**src/rtl/dwf_pkg.sv**
```systemverilog
// Shared types and constants of the chunked display write framer.
// No dependencies; the front end, queue, back end and top level refer to this package.
package dwf_pkg;

  localparam logic [7:0]  FRAME_SYNC0 = 8'h5A;
  localparam logic [7:0]  FRAME_SYNC1 = 8'hA5;
  localparam logic [7:0]  WRITE_CMD   = 8'h82;
  localparam logic [15:0] CRC_INIT    = 16'hFFFF;
  localparam logic [15:0] CRC_POLY    = 16'hA001;
  localparam logic [7:0]  CHUNK_CAP   = 8'd250;
  localparam logic [7:0]  HDR_LEN_ADD = 8'd3;   // command + two address bytes
  localparam logic [7:0]  CRC_LEN_ADD = 8'd2;

  // configuration port
  localparam int unsigned CFG_IDX_W  = 1;
  localparam int unsigned CFG_DATA_W = 8;
  localparam logic [CFG_IDX_W-1:0] REG_CRC_ENABLE = 1'd0;
  localparam logic [CFG_IDX_W-1:0] REG_MAX_CHUNK  = 1'd1;
  localparam logic       CRC_ENABLE_RST = 1'b1;
  localparam logic [7:0] MAX_CHUNK_RST  = 8'd200;

  // one classified data beat, front to back
  typedef struct packed {
    logic        hdr;         // open a frame before this byte
    logic [7:0]  len_byte;
    logic [15:0] addr;
    logic [7:0]  data;
    logic        crc_on;      // append CRC after this byte
    logic        last_frame;
    logic        last_msg;
  } dwf_cmd_t;

  // one result beat
  typedef struct packed {
    logic [7:0] out_byte;
    logic       frame_end;
    logic       message_end;
    logic       run_last;
  } dwf_res_t;

endpackage

```
**src/rtl/dwf_in_if.sv**
```systemverilog
// Input channel of the framer: one message data byte per beat.
// Depends on nothing.
interface dwf_in_if;
  logic        valid;
  logic        ready;
  logic [7:0]  data_byte;
  logic [15:0] start_address;
  logic [15:0] message_length;

  modport source (output valid, output data_byte, output start_address,
                  output message_length, input ready);
  modport sink   (input valid, input data_byte, input start_address,
                  input message_length, output ready);
endinterface

```
**src/rtl/dwf_out_if.sv**
```systemverilog
// Result channel of the framer: one frame stream byte per beat.
// Depends on nothing.
interface dwf_out_if;
  logic       valid;
  logic       ready;
  logic [7:0] out_byte;
  logic       frame_end;
  logic       message_end;
  logic       run_last;

  modport source (output valid, output out_byte, output frame_end,
                  output message_end, output run_last, input ready);
  modport sink   (input valid, input out_byte, input frame_end,
                  input message_end, input run_last, output ready);
endinterface

```
**src/rtl/dwf_front.sv**
```systemverilog
// Front end: tracks message and chunk position, classifies each data beat.
// Depends on dwf_pkg.
module dwf_front (
  input  logic                clk,
  input  logic                rst_n,
  input  logic                accept,
  input  logic [7:0]          data_byte,
  input  logic [15:0]         start_address,
  input  logic [15:0]         message_length,
  input  logic                crc_enable,
  input  logic [7:0]          max_chunk,
  output dwf_pkg::dwf_cmd_t   cmd
);

  logic [15:0] byte_offset_r, byte_offset_nxt;
  logic [15:0] base_address_r;
  logic [15:0] total_length_r;
  logic [7:0]  chunk_left_r, chunk_left_nxt;
  logic        crc_latched_r;

  logic        new_msg, hdr, lat, rest_short;
  logic [15:0] base, total, rest, off_after;
  logic [7:0]  cl, cap, clen, cl_after;

  always_comb begin
    new_msg = (byte_offset_r == 16'd0);
    base    = new_msg ? start_address : base_address_r;
    if (new_msg) begin
      total = (message_length == 16'd0) ? 16'd1 : message_length;
    end else begin
      total = total_length_r;
    end
    cl  = new_msg ? 8'd0 : chunk_left_r;
    hdr = (cl == 8'd0);

    priority if (max_chunk == 8'd0) begin
      cap = 8'd1;
    end else if (max_chunk > dwf_pkg::CHUNK_CAP) begin
      cap = dwf_pkg::CHUNK_CAP;
    end else begin
      cap = max_chunk;
    end

    rest       = total - byte_offset_r;
    rest_short = (rest < {8'd0, cap});
    clen       = rest_short ? rest[7:0] : cap;
    lat        = hdr ? crc_enable : crc_latched_r;

    cl_after  = (hdr ? clen : cl) - 8'd1;
    off_after = byte_offset_r + 16'd1;

    cmd.hdr        = hdr;
    cmd.len_byte   = clen + dwf_pkg::HDR_LEN_ADD + (lat ? dwf_pkg::CRC_LEN_ADD : 8'd0);
    cmd.addr       = base + {1'b0, byte_offset_r[15:1]};
    cmd.data       = data_byte;
    cmd.last_frame = (cl_after == 8'd0);
    cmd.last_msg   = cmd.last_frame && (off_after >= total);
    cmd.crc_on     = cmd.last_frame && lat;

    if (cmd.last_msg) begin
      byte_offset_nxt = 16'd0;
      chunk_left_nxt  = 8'd0;
    end else begin
      byte_offset_nxt = off_after;
      chunk_left_nxt  = cl_after;
    end
  end

  always_ff @(posedge clk) begin
    if (!rst_n) begin
      byte_offset_r  <= 16'd0;
      base_address_r <= 16'd0;
      total_length_r <= 16'd0;
      chunk_left_r   <= 8'd0;
      crc_latched_r  <= 1'b1;
    end else if (accept) begin
      byte_offset_r  <= byte_offset_nxt;
      base_address_r <= base;
      total_length_r <= total;
      chunk_left_r   <= chunk_left_nxt;
      crc_latched_r  <= lat;
    end
  end

endmodule

```
**src/rtl/dwf_queue.sv**
```systemverilog
// Short command queue between front and back ends.
// Depends on dwf_pkg for the command type.
module dwf_queue #(
  parameter int unsigned DEPTH = 2
) (
  input  logic              clk,
  input  logic              rst_n,
  input  logic              push,
  input  dwf_pkg::dwf_cmd_t push_cmd,
  output logic              not_full,
  input  logic              pop,
  output logic              head_valid,
  output dwf_pkg::dwf_cmd_t head_cmd
);

  localparam int unsigned PTR_W = $clog2(DEPTH);
  localparam int unsigned CNT_W = $clog2(DEPTH + 1);
  localparam logic [PTR_W-1:0] PTR_LAST = PTR_W'(DEPTH - 1);
  localparam logic [CNT_W-1:0] CNT_FULL = CNT_W'(DEPTH);

  dwf_pkg::dwf_cmd_t slot_r [DEPTH];
  logic [PTR_W-1:0]  wr_ptr_r, rd_ptr_r;
  logic [CNT_W-1:0]  count_r;

  assign not_full   = (count_r != CNT_FULL);
  assign head_valid = (count_r != '0);
  assign head_cmd   = slot_r[rd_ptr_r];

  always_ff @(posedge clk) begin
    if (push) begin
      slot_r[wr_ptr_r] <= push_cmd;
    end
  end

  always_ff @(posedge clk) begin
    if (!rst_n) begin
      wr_ptr_r <= '0;
      rd_ptr_r <= '0;
      count_r  <= '0;
    end else begin
      if (push) begin
        wr_ptr_r <= (wr_ptr_r == PTR_LAST) ? '0 : wr_ptr_r + 1'b1;
      end
      if (pop) begin
        rd_ptr_r <= (rd_ptr_r == PTR_LAST) ? '0 : rd_ptr_r + 1'b1;
      end
      unique case ({push, pop})
        2'b10:   count_r <= count_r + 1'b1;
        2'b01:   count_r <= count_r - 1'b1;
        default: count_r <= count_r;
      endcase
    end
  end

  a_no_overflow: assert property (@(posedge clk) disable iff (!rst_n)
    count_r <= CNT_FULL) else $error("queue count above depth");
  a_pop_nonempty: assert property (@(posedge clk) disable iff (!rst_n)
    pop |-> head_valid) else $error("pop from empty queue");
  a_push_room: assert property (@(posedge clk) disable iff (!rst_n)
    push |-> not_full) else $error("push into full queue");
  a_count_up: assert property (@(posedge clk) disable iff (!rst_n)
    (push && !pop) |=> count_r == $past(count_r) + 1'b1)
    else $error("queue count did not follow push");

endmodule

```
**src/rtl/dwf_back.sv**
```systemverilog
// Back end: expands each queued command into frame bytes, keeps the CRC.
// Depends on dwf_pkg.
module dwf_back (
  input  logic              clk,
  input  logic              rst_n,
  input  logic              head_valid,
  input  dwf_pkg::dwf_cmd_t head_cmd,
  output logic              pop,
  output logic              out_valid,
  input  logic              out_ready,
  output dwf_pkg::dwf_res_t out_res
);

  typedef enum logic [3:0] {
    S_SYNC0, S_SYNC1, S_LEN, S_CMD, S_ADDR_H, S_ADDR_L, S_DATA, S_CRC_L, S_CRC_H
  } step_t;

  function automatic logic [15:0] crc_feed(input logic [15:0] crc_in, input logic [7:0] b);
    logic [15:0] c;
    c = crc_in ^ {8'd0, b};
    for (int i = 0; i < 8; i++) begin
      c = c[0] ? ((c >> 1) ^ dwf_pkg::CRC_POLY) : (c >> 1);
    end
    return c;
  endfunction

  step_t       step_r, cur, step_nxt;
  logic        mid_r;
  logic        out_valid_r;
  logic [15:0] crc_r, crc_nxt;
  dwf_pkg::dwf_res_t res_r;
  logic [7:0]  byte_sel;
  logic        final_byte, advance;

  always_comb begin
    if (mid_r) begin
      cur = step_r;
    end else begin
      cur = head_cmd.hdr ? S_SYNC0 : S_DATA;
    end
    crc_nxt  = crc_r;
    step_nxt = cur;
    unique case (cur)
      S_SYNC0:  begin byte_sel = dwf_pkg::FRAME_SYNC0; step_nxt = S_SYNC1; end
      S_SYNC1:  begin byte_sel = dwf_pkg::FRAME_SYNC1; step_nxt = S_LEN; end
      S_LEN:    begin byte_sel = head_cmd.len_byte;    step_nxt = S_CMD; end
      S_CMD: begin
        byte_sel = dwf_pkg::WRITE_CMD;
        crc_nxt  = crc_feed(dwf_pkg::CRC_INIT, dwf_pkg::WRITE_CMD);
        step_nxt = S_ADDR_H;
      end
      S_ADDR_H: begin
        byte_sel = head_cmd.addr[15:8];
        crc_nxt  = crc_feed(crc_r, head_cmd.addr[15:8]);
        step_nxt = S_ADDR_L;
      end
      S_ADDR_L: begin
        byte_sel = head_cmd.addr[7:0];
        crc_nxt  = crc_feed(crc_r, head_cmd.addr[7:0]);
        step_nxt = S_DATA;
      end
      S_DATA: begin
        byte_sel = head_cmd.data;
        crc_nxt  = crc_feed(crc_r, head_cmd.data);
        step_nxt = S_CRC_L;
      end
      S_CRC_L:  begin byte_sel = crc_r[7:0];  step_nxt = S_CRC_H; end
      S_CRC_H:  begin byte_sel = crc_r[15:8]; step_nxt = S_SYNC0; end
      default:  begin byte_sel = 8'd0;        step_nxt = S_SYNC0; end
    endcase
    final_byte = ((cur == S_DATA) && !head_cmd.crc_on) || (cur == S_CRC_H);
    advance    = head_valid && (!out_valid_r || out_ready);
  end

  assign pop       = advance && final_byte;
  assign out_valid = out_valid_r;
  assign out_res   = res_r;

  always_ff @(posedge clk) begin
    if (!rst_n) begin
      step_r      <= S_SYNC0;
      mid_r       <= 1'b0;
      out_valid_r <= 1'b0;
      crc_r       <= dwf_pkg::CRC_INIT;
    end else begin
      if (advance) begin
        step_r            <= step_nxt;
        mid_r             <= !final_byte;
        crc_r             <= crc_nxt;
        out_valid_r       <= 1'b1;
        res_r.out_byte    <= byte_sel;
        res_r.frame_end   <= final_byte && head_cmd.last_frame;
        res_r.message_end <= final_byte && head_cmd.last_msg;
        res_r.run_last    <= final_byte;
      end else if (out_ready) begin
        out_valid_r <= 1'b0;
      end
    end
  end

endmodule

```
**src/rtl/display_write_framer_crc16.sv**
```systemverilog
// Top level of the chunked display write framer with CRC-16/MODBUS.
// Depends on dwf_pkg, dwf_in_if, dwf_out_if, dwf_front, dwf_queue, dwf_back.
//
//  channel  | dir | beat carries                                   | accepted when
//  ---------+-----+------------------------------------------------+---------------------
//  in_ch    | in  | data_byte, start_address, message_length       | valid && ready
//  out_ch   | out | out_byte, frame_end, message_end, run_last     | valid && ready
//  cfg_*    | in  | cfg_index, cfg_wdata (crc_enable, max_chunk)   | cfg_we
//
// Bytes: a data byte inside a frame emits one byte; a byte that opens a frame emits
// seven (six header bytes plus the data), and one that closes a frame with CRC on
// two more. The emitter sends a byte per cycle unless out_ch or an empty queue holds it.
// Reset: one cycle of rst_n low; no clearing sweep.
// Stalls: the queue lets the front keep taking beats while the emitter works
// or the output waits; in_ch.ready drops only when the queue is full.
module display_write_framer_crc16 #(
  parameter int unsigned QUEUE_DEPTH = 2
) (
  input  logic                                clk,
  input  logic                                rst_n,
  dwf_in_if.sink                              in_ch,
  dwf_out_if.source                           out_ch,
  input  logic                                cfg_we,
  input  logic [dwf_pkg::CFG_IDX_W-1:0]       cfg_index,
  input  logic [dwf_pkg::CFG_DATA_W-1:0]      cfg_wdata
);

  // configuration registers; sampled by the front end at each frame header
  logic       crc_enable_r;
  logic [7:0] max_chunk_r;

  always_ff @(posedge clk) begin
    if (!rst_n) begin
      crc_enable_r <= dwf_pkg::CRC_ENABLE_RST;
      max_chunk_r  <= dwf_pkg::MAX_CHUNK_RST;
    end else if (cfg_we) begin
      unique case (cfg_index)
        dwf_pkg::REG_CRC_ENABLE: crc_enable_r <= cfg_wdata[0];
        dwf_pkg::REG_MAX_CHUNK:  max_chunk_r  <= cfg_wdata[7:0];
        default: ;
      endcase
    end
  end

  logic              in_accept;
  logic              q_not_full, q_valid, q_pop;
  dwf_pkg::dwf_cmd_t front_cmd, head_cmd;
  dwf_pkg::dwf_res_t res;

  assign in_ch.ready = q_not_full;
  assign in_accept   = in_ch.valid && q_not_full;

  // front: message / chunk bookkeeping, one beat per cycle while the queue has room
  dwf_front u_front (
    .clk            (clk),
    .rst_n          (rst_n),
    .accept         (in_accept),
    .data_byte      (in_ch.data_byte),
    .start_address  (in_ch.start_address),
    .message_length (in_ch.message_length),
    .crc_enable     (crc_enable_r),
    .max_chunk      (max_chunk_r),
    .cmd            (front_cmd)
  );

  // decoupling queue
  dwf_queue #(.DEPTH(QUEUE_DEPTH)) u_queue (
    .clk        (clk),
    .rst_n      (rst_n),
    .push       (in_accept),
    .push_cmd   (front_cmd),
    .not_full   (q_not_full),
    .pop        (q_pop),
    .head_valid (q_valid),
    .head_cmd   (head_cmd)
  );

  // back: byte emitter with running CRC and registered output
  dwf_back u_back (
    .clk        (clk),
    .rst_n      (rst_n),
    .head_valid (q_valid),
    .head_cmd   (head_cmd),
    .pop        (q_pop),
    .out_valid  (out_ch.valid),
    .out_ready  (out_ch.ready),
    .out_res    (res)
  );

  assign out_ch.out_byte    = res.out_byte;
  assign out_ch.frame_end   = res.frame_end;
  assign out_ch.message_end = res.message_end;
  assign out_ch.run_last    = res.run_last;

endmodule
```
**src/flat_wrapper.sv**
```systemverilog
// flat-port wrapper written by rule: the top's interface ports become plain ports
module display_write_framer_crc16_flat 
#(
  parameter int unsigned QUEUE_DEPTH = 2
)
  (clk, rst_n, cfg_we, cfg_index, cfg_wdata, in_ch_valid, in_ch_data_byte, in_ch_start_address, in_ch_message_length, in_ch_ready, out_ch_valid, out_ch_out_byte, out_ch_frame_end, out_ch_message_end, out_ch_run_last, out_ch_ready);
  dwf_in_if in_ch_i ();
  dwf_out_if out_ch_i ();
  input  logic clk;
  input  logic rst_n;
  input  logic cfg_we;
  input  logic [dwf_pkg::CFG_IDX_W-1:0] cfg_index;
  input  logic [dwf_pkg::CFG_DATA_W-1:0] cfg_wdata;
  input wire logic [$bits(in_ch_i.valid)-1:0] in_ch_valid;
  input wire logic [$bits(in_ch_i.data_byte)-1:0] in_ch_data_byte;
  input wire logic [$bits(in_ch_i.start_address)-1:0] in_ch_start_address;
  input wire logic [$bits(in_ch_i.message_length)-1:0] in_ch_message_length;
  output wire logic [$bits(in_ch_i.ready)-1:0] in_ch_ready;
  output wire logic [$bits(out_ch_i.valid)-1:0] out_ch_valid;
  output wire logic [$bits(out_ch_i.out_byte)-1:0] out_ch_out_byte;
  output wire logic [$bits(out_ch_i.frame_end)-1:0] out_ch_frame_end;
  output wire logic [$bits(out_ch_i.message_end)-1:0] out_ch_message_end;
  output wire logic [$bits(out_ch_i.run_last)-1:0] out_ch_run_last;
  input wire logic [$bits(out_ch_i.ready)-1:0] out_ch_ready;
  assign in_ch_i.valid = in_ch_valid;
  assign in_ch_i.data_byte = in_ch_data_byte;
  assign in_ch_i.start_address = in_ch_start_address;
  assign in_ch_i.message_length = in_ch_message_length;
  assign in_ch_ready = in_ch_i.ready;
  assign out_ch_valid = out_ch_i.valid;
  assign out_ch_out_byte = out_ch_i.out_byte;
  assign out_ch_frame_end = out_ch_i.frame_end;
  assign out_ch_message_end = out_ch_i.message_end;
  assign out_ch_run_last = out_ch_i.run_last;
  assign out_ch_i.ready = out_ch_ready;
  display_write_framer_crc16 #(.QUEUE_DEPTH(QUEUE_DEPTH)) u_core (.clk(clk), .rst_n(rst_n), .in_ch(in_ch_i), .out_ch(out_ch_i), .cfg_we(cfg_we), .cfg_index(cfg_index), .cfg_wdata(cfg_wdata));
endmodule
```
**config.mk**
```make
export PLATFORM = sky130hd
export DESIGN_NAME = display_write_framer_crc16_flat
export DESIGN_NICKNAME = d
export VERILOG_FILES = /design/src/rtl/dwf_pkg.sv /design/src/rtl/dwf_in_if.sv /design/src/rtl/dwf_out_if.sv /design/src/rtl/dwf_front.sv /design/src/rtl/dwf_queue.sv /design/src/rtl/dwf_back.sv /design/src/rtl/display_write_framer_crc16.sv /design/src/flat_wrapper.sv
export SDC_FILE = /design/constraint.sdc
export NUM_CORES = 1
export LEC_CHECK = 0
export BUFFER_PORTS_ARGS = -buffer_cell sky130_fd_sc_hd__buf_2
export CORE_MARGIN = 2
export CORE_UTILIZATION = 56
export DETAILED_ROUTE_END_ITERATION = 8
export PLACE_DENSITY = 0.72
export SLEW_MARGIN = 20
export SYNTH_ARGS = -nofsm -noshare
export SYNTH_HDL_FRONTEND = slang
export SYNTH_SLANG_ARGS = --single-unit
```
**constraint.sdc**
```tcl
create_clock -name clk -period 8.8 [get_ports clk]
set_clock_uncertainty 0.1 [all_clocks]
set_input_delay 1.76 -clock clk [delete_from_list [all_inputs] [get_ports clk]]
set_output_delay 1.76 -clock clk [all_outputs]
set_load 0.01 [all_outputs]
```
* Word-level counts from Yosys, hierarchy flattened *
Memory sizes are Yosys's and may differ from the RTL's. A register that Yosys moved wholly into a read port is not among the register bits.
Index checks and enable logic that the tools add are counted.

cells by class
  equality and inequality tests = 11
  $add $sub $neg = 10
  order comparisons = 3
  multiplexer cells = 50
  reductions and logical operators = 27
  bitwise operators = 28

operators by type and width
  cell                   number
  $mux 16                28
  $not 2->3              24
  $pmux 8 s9             1
  $pmux 16 s4            1
  $mux 8                 6
  $xor 16x8->16          3
  $logic_not 16->1       2
  $pmux 4 s8             1
  $logic_not 8->1        3
  $add 16x1->16 const B  1
  $add 16x15->16         1
  $eq 4x3->1 const B     4
  $ge 16x16->1           1
  $lt 16x8->1            1
  $sub 16x16->16         1
  $mux 1                 9
  $add 8x2->8            1
  $add 8x2->8 const B    1
  $eq 4x2->1 const B     2
  $gt 8x8->1 const B     1
  $logic_and 1x1->1      8
  $reduce_and 2->1       4
  $sub 8x1->8 const B    1
  $reduce_bool 2->1      3
  17 further kinds       21

word-level totals
  input port bits = 54
  bits in writable memories = 72
  logic and storage cells = 148
  register bits = 103
  output and inout bits = 13
  memories = 1

memories
  memory                 depth  bits a word  read ports  clocked after memory_dff  wr ports  RTL line         source
  u_core.u_queue.slot_r  2      36           1           1                         1         dwf_queue.sv:21  dwf_pkg::dwf_cmd_t slot_r [DEPTH];

* Depth between registers and ports, before layout *
Gate-level depths: netlist (run 1).

  word-level depth = 18
  gate-level depth with buffers = 35
  depth with buffers taken out = 32

* Modules after synthesis *
From an unflattened synthesis (run 1), not the netlist that was laid out.

unflattened totals
  cell total of the unflattened synthesis = 1179
  area total of the unflattened synthesis = 11408.4 um^2

modules (own cells, without submodules)
  module                      seq. area each (um^2)  cells an instance  area an instance (um^2)  instances
  dwf_front                   1141.1                 721                5601.6                   1
  dwf_queue                   2262.2                 134                2811.4                   1
  dwf_back                    770.7                  281                2562.5                   1
  display_write_framer_crc16  180.2                  43                 432.9                    1

* Worst setup path after synthesis (run 1) *
Ideal clock, no wire load.

  path kind = input -> register
  from = in in_ch_message_length[2]
  to = reg u_core.u_front.byte_offset_r[11]
  required time = 8.585 ns
  buffers on the path = 1
  arrival time = 7.795 ns
  path slack = 0.790 ns
  stages = 28
  library setup time = 0.115 ns
  path through = nor4_1 a41oi_1 o21ai_0 inv_1 ha_1 fa_1 nand2b_1 a211oi_1 nor2_1 xnor2_1 ha_1 a21oi_1 a21boi_0 or4_1 a211o_1 a211oi_2 and2_1 nand3_2 mux2i_1 o21ai_0 inv_1 ha_1 inv_1 a21oi_1 or4b_4 nor4_4 buf_6 o21ai_2

between the ends
  word-level cells in the longest chain between the ends = 11
  elaborated cells on any way between the ends = 12
  those cells by class = add/sub (2); order compare (2); mux (5); reduce/logical (3)

RTL lines
  element                            RTL line            source
  start: declaration                 flat_wrapper.sv:17  input wire logic [$bits(in_ch_i.message_length)-1:0] in_ch_message_length;
  $logic_not 16->1 *                 dwf_front.sv:29     total = (message_length == 16'd0) ? 16'd1 : message_length;
  $mux 16 *                          dwf_front.sv:29
  $mux 16 *                          dwf_front.sv:28     if (new_msg) begin
  named net u_core.u_front.total[0]  dwf_front.sv:22     logic [15:0] base, total, rest, off_after;
  $sub 16x16->16                     dwf_front.sv:44     rest = total - byte_offset_r;
  $lt 16x8->1                        dwf_front.sv:45     rest_short = (rest < {8'd0, cap});
  $mux 8                             dwf_front.sv:46     clen = rest_short ? rest[7:0] : cap;
  $mux 8                             dwf_front.sv:49     cl_after = (hdr ? clen : cl) - 8'd1;
  $sub 8x1->8                        dwf_front.sv:49
  $logic_not 8->1                    dwf_front.sv:56     cmd.last_frame = (cl_after == 8'd0);
  $logic_and 1x1->1 *                dwf_front.sv:57     cmd.last_msg = cmd.last_frame && (off_after >= total);
  $mux 16 *                          dwf_front.sv:60     if (cmd.last_msg) begin
  end signal: assignment             dwf_front.sv:77     byte_offset_r <= byte_offset_nxt;
  end: declaration                   dwf_front.sv:15     logic [15:0] byte_offset_r, byte_offset_nxt;

Mark *: on every way through the listed nets, which the timed path passes. The rest lies on a longest branch.
A chain may end at the register's enable or synchronous reset.

* Worst setup path after layout (run 1) *
  from = in in_ch_message_length[15]
  to = reg u_core.u_front.byte_offset_r[9]

Same word-level chain as after synthesis.

==> results of run 1 <==
==> power by group through the flow <==
stage | combinational [uW] | sequential, uW | clock [uW]
detailed placement | 1720 | 1200 | 0
finish | 1760 | 1180 | 719
global route | 1940 | 1200 | 757
global placement | 1690 | 1190 | 0
CTS | 1730 | 1180 | 725
floorplan | 1370 | 1140 | 0
==> what timing repair did <==
item | CTS | global route
buffers inserted | 0 | 0
endpoints found under the setup margin | 0 | 17
gates resized for setup | 0 | 3
hold endpoints to repair | 0 | 0
hold buffers | 0 | 0
==> per-layer routing <==
layer  wire [microns]  part of all wire  vias to the layer above  global-route usage
li1                 -                 -                     4538                   -
met2            13500              0.49                      298              0.4437
met1            12020              0.43                     4431              0.3353
met5                0                 0                        -                   0
met3             1418             0.051                       54             0.04907
met4              719             0.026                        0             0.08558
==> worst max-delay path by stage <==
stage	end	slack (ns)	depth (start not counted)
after floorplan	u_core.u_front.byte_offset_r[11]	0.79	28
after global placement	u_core.u_front.byte_offset_r[10]	0.35	29
after detailed placement	u_core.u_front.byte_offset_r[9]	0.16	29
after CTS	u_core.u_front.byte_offset_r[9]	0.57	29
after global routing	u_core.u_front.byte_offset_r[9]	0.02	29
final	u_core.u_front.byte_offset_r[9]	0.56	29
==> cell families after synthesis <==
group | count (synthesis) | synth area share
buf+inv | 120 | 0.04042
compound gates | 298 | 0.1837
mux | 78 | 0.07506
fa+ha+maj | 66 | 0.07386
flops | 176 | 0.3802
simple gates | 378 | 0.1589
xor+xnor | 115 | 0.08795
==> metrics by stage <==
step / setup slack (ns) / std cells / total power (uW)
3_5_place_dp: 0.1606 / 1524 / 2920
3_3_place_gp: 0.3489 / 1524 / 2877
5_1_grt: 0.01609 / 1557 / 3897
2_1_floorplan: 0.7901 / 1231 / 2510
6_report: 0.5631 / 1557 / 3657
4_1_cts: 0.5652 / 1556 / 3638
==> worst max-delay path, delay by kind of cell <==
| family | cells | cell delay [ns] |
|---|---|---|
| buf+inv | 5 | 0.66 |
| compound gates | 10 | 1.98 |
| xor+xnor | 1 | 0.16 |
| simple gates | 8 | 2.35 |
| mux | 1 | 0.28 |
| fa+ha+maj | 4 | 1.26 |
==> area by class of cell <==
class,count,area (sq um),share of cell area
clock inverter,15,127.6,0.01013
inverter,64,240.2,0.01908
tap,270,337.8,0.02683
sequential,176,4355,0.3459
multi-input combinational,935,6659,0.5288
timing repair buffer,80,447.9,0.03557
clock buffer,17,425.4,0.03378
==> cells in the final DEF (no fill, tap or decap), types with 15 or more instances in the layout <==
cell,synthesis,routed
o21ai_0,72,71
dfxtp_1,93,92
buf_2,1,66
inv_1,62,62
clkbuf_16,0,17
nand3_1,15,15
xor2_1,32,32
o211a_1,18,18
and2_1,21,20
a21o_1,17,17
mux2_2,17,17
a21oi_1,43,43
nor3_1,17,17
a21boi_0,18,18
mux2i_1,55,54
xnor2_1,83,83
ha_1,62,62
nor3b_1,15,15
nor2_1,97,95
o211ai_1,24,24
nand2_1,146,146
edfxtp_1,83,83
==> state kept, by name, summed over array words and instances (netlist names), 2 cells and up, named ones only <==
| name | cells |
|---|---|
| u_core.u_queue.count_r | 2 |
| u_core.u_front.base_address_r | 16 |
| u_core.u_front.total_length_r | 16 |
| u_core.u_front.chunk_left_r | 8 |
| u_core.u_front.byte_offset_r | 16 |
| u_core.u_queue.slot_r | 72 |
| u_core.u_back.step_r | 4 |
| u_core.max_chunk_r | 8 |
| u_core.u_back.out_res | 11 |
| u_core.u_back.crc_r | 16 |
==> key figures, run 1 <==
Status
  • Outcome: complete, no violations

Detailed routing
  • Avg WL per Cell: 17.76 microns
  • Vias/cell: 5.987
  • Starting DRT DRC Count: 657
  • Final WL: 27.66 mm
  • Routed via count: 9321
  • Residual DRC: 0
  • Antenna Nets Post-Route: 0
  • Drt pass-1 iters: 5

Setup path
  • WP data arrival: 8.45 ns
  • Worst reg2reg path startpoint: u_core.u_front.byte_offset_r[0]
  • CP required: 9.02 ns
  • R2R cell count: 32
  • Largest stage delay, worst path: 0.57 ns
  • Setup CP Type: input pin to flop
  • Critical Path Source: in_ch_message_length[15]
  • FF-to-FF setup slack: 0.69 ns
  • Worst setup SP type: input pin
  • Worst setup EP type: flop
  • CP max FO: 14
  • Critical path's slowest cell: or4b_4
  • Reg2reg end: u_core.u_front.byte_offset_r[9]

Yosys
  • Most common library cells after synthesis: nand2_1, nor2_1, dfxtp_1, edfxtp_1, xnor2_1
  • Top cell type's share of synthesized area: 0.2176
  • EDFF count, synth: 83
  • Post-synth top flop: dfxtp_1
  • Synth Instances: 1231
  • Sequential area share after synthesis: 0.3802
  • Mapped Avg Cell Area: 9.303 sq um
  • #FFs+latches synth: 176
  • Synth cell types: 81
  • Count leader, synth: nand2_1
  • Synthesized area: 0.01145 sq mm
  • Yosys top cell by area: edfxtp_1
  • Top cells by area, synth: edfxtp_1, dfxtp_1, ha_1, xnor2_1, mux2i_1
  • Post-synth ARST share: 0
  • Synth Net Count: 1350
  • Ys Warns: 0

Final layout
  • Fin nets: 1393
  • Core Util, Final: 0.6244
  • Number of diodes: 0
  • Area Overhead vs Synth: 9.964%
  • Finished layout cell area: 0.01259 sq mm
  • Share of layout cells above drive strength 1: 0.1329
  • Fillcell total: 1755

GRT
  • First-pass GRT wire length: 44.98 mm
  • Remaining Overflow, GRT: 0
  • Vias in the first global route: 8977
  • Largest net degree at the start of global routing: 80
  • Gr usage total: 0.2602
  • Initial antenna violation count: 0

Die
  • Die X: 147.0 microns
  • Io pins: 67
  • Initial Util: 0.5678
  • Row count: 52
  • Die height: 147.0 microns
  • DIE AREA: 0.02161 sq mm
  • Core Area: 0.02017 sq mm

Power
  • Seq pwr share: 0.323
  • Combinational power share: 0.480
  • Maximum vdd drop: 0.1671 mV
  • Int Pwr: 2139 uW
  • Sw Share: 0.4152
  • Clock share of power: 0.197
  • PD cells: 290.4 mW/mm^2
  • NetSw: 1519 uW
  • P_leak: 0.004987 uW

Timing
  • Crit share post-route: 0.9360
  • Setup repair after global routing missed its margin: false
  • # setup viols final: 0
  • Clock period minus worst slack: 8.237 ns
  • Slew headroom: 0.2844
  • Final hold slack: 0.3901 ns
  • Endpoints failing hold: 0
  • Setup TNS: 0 ns
  • Slew Viols, Final: 0
  • Fmax achieved: 121.4 MHz
  • Worst Tran Pin Value: 1.072 ns

CTS
  • CTS Sinks: 176
  • Clk buf depth: 2
  • CTS Buf Count: 17
  • Clk pin slew, worst setup/hold paths: 0.07 ns
  • CTS tree: built
  • CTS H-tree lvls: 4
  • Root Buffer: clkbuf_16
  • Worst skew pair latency: 0.44 ns

Placed design
  • Port bufs: 66
  • Gp weighted congestion: 0.9127
  • Placed Instance Area: 0.01201 sq mm
  • Post-DP HPWL: 20.38 mm

Worst hold path
  • Hold Path Class: flop to flop
  • Hold path startpoint: u_core.u_front.crc_latched_r
  • Hold Path Cell Cnt: 2
  • Hold EP: u_core.u_front.crc_latched_r

Run
  • Max-cap violations: 0
Note: power is estimated with default switching activity, not from simulation.
==> run 2, diff against run 1 <==
==> constraint.sdc (replaced) <==
create_clock -name clk -period 8.8 [get_ports clk]
set_clock_uncertainty 0.1 [all_clocks]
set_input_delay 1.32 -clock clk [delete_from_list [all_inputs] [get_ports clk]]
set_output_delay 1.32 -clock clk [all_outputs]
set_load 0.01 [all_outputs]
==> key figures, run 2 (synthesis results as in run 1) <==
CTS
  • PostCTS Resize Cnt: 0 (unchanged)
  • Clk buf depth: 2 (unchanged)
  • CTS Buf Count: 17 (unchanged)
  • Clk pin slew, worst setup/hold paths: 0.07 ns (about the same)
  • Worst skew pair latency: 0.43 ns (about the same)
  • Post-CTS Setup Bufs: 0 (unchanged)
  • CTS Hold Bufs: 0 (unchanged)
  • CTS Sinks: 176 (unchanged)
  • CTS H-tree lvls: 4 (unchanged)
  • Root Buffer: clkbuf_16
  • CTS tree: built

Detailed routing
  • Starting DRT DRC Count: 685 (+4.3%)
  • Vias/cell: 5.965 (-0.35%)
  • Antenna Nets Post-Route: 0 (unchanged)
  • Final WL: 27.71 mm (+0.19%)
  • Avg WL per Cell: 17.82 microns (+0.32%)
  • Routed via count: 9276 (-0.48%)
  • Residual DRC: 0 (unchanged)
  • Drt pass-1 iters: 8 (+3)

Timing
  • # setup viols final: 0 (unchanged)
  • Endpoints failing hold: 0 (unchanged)
  • Setup repair after global routing missed its margin: false
  • Slew headroom: 0.2741 (-0.01035)
  • Clock period minus worst slack: 8.079 ns (-0.1575 ns)
  • Setup TNS: 0 ns (unchanged)
  • Worst Tran Pin Value: 1.087 ns (+0.01551 ns)
  • Crit share post-route: 0.9181 (-0.01789)
  • Fmax achieved: 123.8 MHz (+1.9%)
  • Slew Viols, Final: 0 (unchanged)

Status
  • Outcome: complete, no violations

Placed design
  • Post-placement cell count: 1522 (-0.13%)
  • Post-DP HPWL: 20.24 mm (-0.69%)
  • Port bufs: 66 (unchanged)
  • Gp weighted congestion: 0.9124 (about the same)
  • Placed Instance Area: 0.01199 sq mm (-0.12%)

GRT
  • Met3 usage: 0.03634 (-0.01273)
  • Gr usage total: 0.2603 (about the same)
  • Remaining Overflow, GRT: 0 (unchanged)
  • Initial antenna violation count: 0 (unchanged)
  • Met2 Resource Use GR: 0.4512 (+0.007512)
  • Grt peak-use layer: met2
  • GRT met1 Usage: 0.3355 (about the same)
  • Vias in the first global route: 8858 (-1.3%)
  • Largest net degree at the start of global routing: 80 (unchanged)
  • First-pass GRT wire length: 44.83 mm (-0.34%)

Setup path
  • R2R cell count: 33 (+3.1%)
  • Worst reg2reg path startpoint: u_core.u_front.byte_offset_r[0]
  • CP delay by family, top: simple AND/OR/NAND/NOR gates
  • CP max FO: 14 (unchanged)
  • WP data arrival: 8.29 ns (-0.16 ns)
  • Buf/Inv on CP: 6 (+1)
  • Reg2reg end: u_core.u_front.byte_offset_r[8]
  • Worst setup SP type: input pin
  • Critical path's slowest cell: or4b_4
  • Largest stage delay, worst path: 0.56 ns (about the same)
  • CP required: 9.01 ns (about the same)
  • Setup CP Type: input pin to flop
  • Worst setup EP type: flop
  • FF-to-FF setup slack: 0.83 ns (+0.14 ns)

Final layout
  • Largest Register: u_core.u_queue.slot_r
  • Finished layout cell area: 0.01261 sq mm (+0.11%)
  • Share of layout cells above drive strength 1: 0.1307 (-0.002128)
  • Most common cell after layout, fill and taps aside: nand2_1
  • Largest register FFs: 72 (unchanged)
  • Final Non-Filler Cells: 1555 (-0.13%)
  • Number of diodes: 0 (unchanged)
  • Most frequent cells in the layout: nand2_1, nor2_1, dfxtp_1
  • Fin nets: 1391 (-0.14%)
  • Area Overhead vs Synth: 10.08%

Power
  • P_leak: 0.004999 uW (+0.25%)
  • Maximum vdd drop: 0.1506 mV (-9.9%)
  • Tot Pwr: 3696 uW (+1.1%)
  • PD cells: 293.2 mW/mm^2 (+0.95%)

Worst hold path
  • Hold path startpoint: u_core.u_front.total_length_r[0]
  • Hold Path Class: flop to flop
  • Hold EP: u_core.u_front.total_length_r[0]
  • Hold Path Cell Cnt: 2 (unchanged)

Die
  • Io pins: 67 (unchanged)
  • Row count: 52 (unchanged)
  • Die X: 147.0 microns (unchanged)
  • Die height: 147.0 microns (unchanged)
  • DIE AREA: 0.02161 sq mm (unchanged)
  • Initial Util: 0.5678 (unchanged)
  • Core Area: 0.02017 sq mm (unchanged)

Run
  • Max-cap violations: 0 (unchanged)
-- run 2: final cells by class --
class / instances / area (sq um)
Clock buffer: 19 / 442.9
Clock inverter: 13 / 151.4
Fill cell: 1696 / 7562
Inverter: 64 / 240.2
Multi-Input combinational cell: 935 / 6646
Sequential cell: 176 / 4355
Tap cell: 270 / 337.8
Timing Repair Buffer: 78 / 432.9
-- run 2: how the worst max path moves through the flow --
stage,start,to,slack [ns],cells past startpoint
floorplan,in_ch_message_length[2],u_core.u_front.byte_offset_r[11],1.23,28
global placement,in_ch_message_length[15],u_core.u_front.byte_offset_r[8],0.53,30
detailed placement,in_ch_message_length[15],u_core.u_front.byte_offset_r[8],0.32,30
CTS,in_ch_message_length[15],u_core.u_front.byte_offset_r[8],0.79,30
global route,in_ch_message_length[15],u_core.u_front.byte_offset_r[8],0.16,30
finish,in_ch_message_length[15],u_core.u_front.byte_offset_r[8],0.72,30
-- run 2: power by group --
group          leakage, uW  internal (uW)  total [uW]  switching (uW)
clock             0.000285            432         771             340
sequential         0.00154           1040        1180             138
combinational      0.00318            718        1740            1030
total              0.00500           2190        3700            1500
-- run 2: through the flow --
step / hold WS [ns] / utilization / setup slack, ns
after global routing: 0.4066 / 0.6251 / 0.1570
after floorplan: 0.3437 / - / 1.230
after CTS: 0.3822 / 0.6241 / 0.7936
final: 0.3919 / 0.6251 / 0.7205
after global placement: 0.3544 / 0.5945 / 0.5255
after detailed placement: 0.3672 / 0.5946 / 0.3235
-- run 2: worst reg2reg max path, delay by kind of cell (launching register included) --
kind | cells | cell delay [ns]
buffers and inverters | 7 | 1.11
AND/OR/NAND/NOR | 10 | 2.44
adder cells (fa/ha/maj) | 5 | 1.46
AO/OA/AOI/OAI | 9 | 1.70
flip-flops | 1 | 0.50
multiplexers | 1 | 0.17
XOR/XNOR | 1 | 0.36
-- run 2: layer usage --
metal	part of all wire	up-vias
met5	0	-
met2	0.49	267
li1	-	4536
met1	0.44	4428
met3	0.046	45
met4	0.023	0
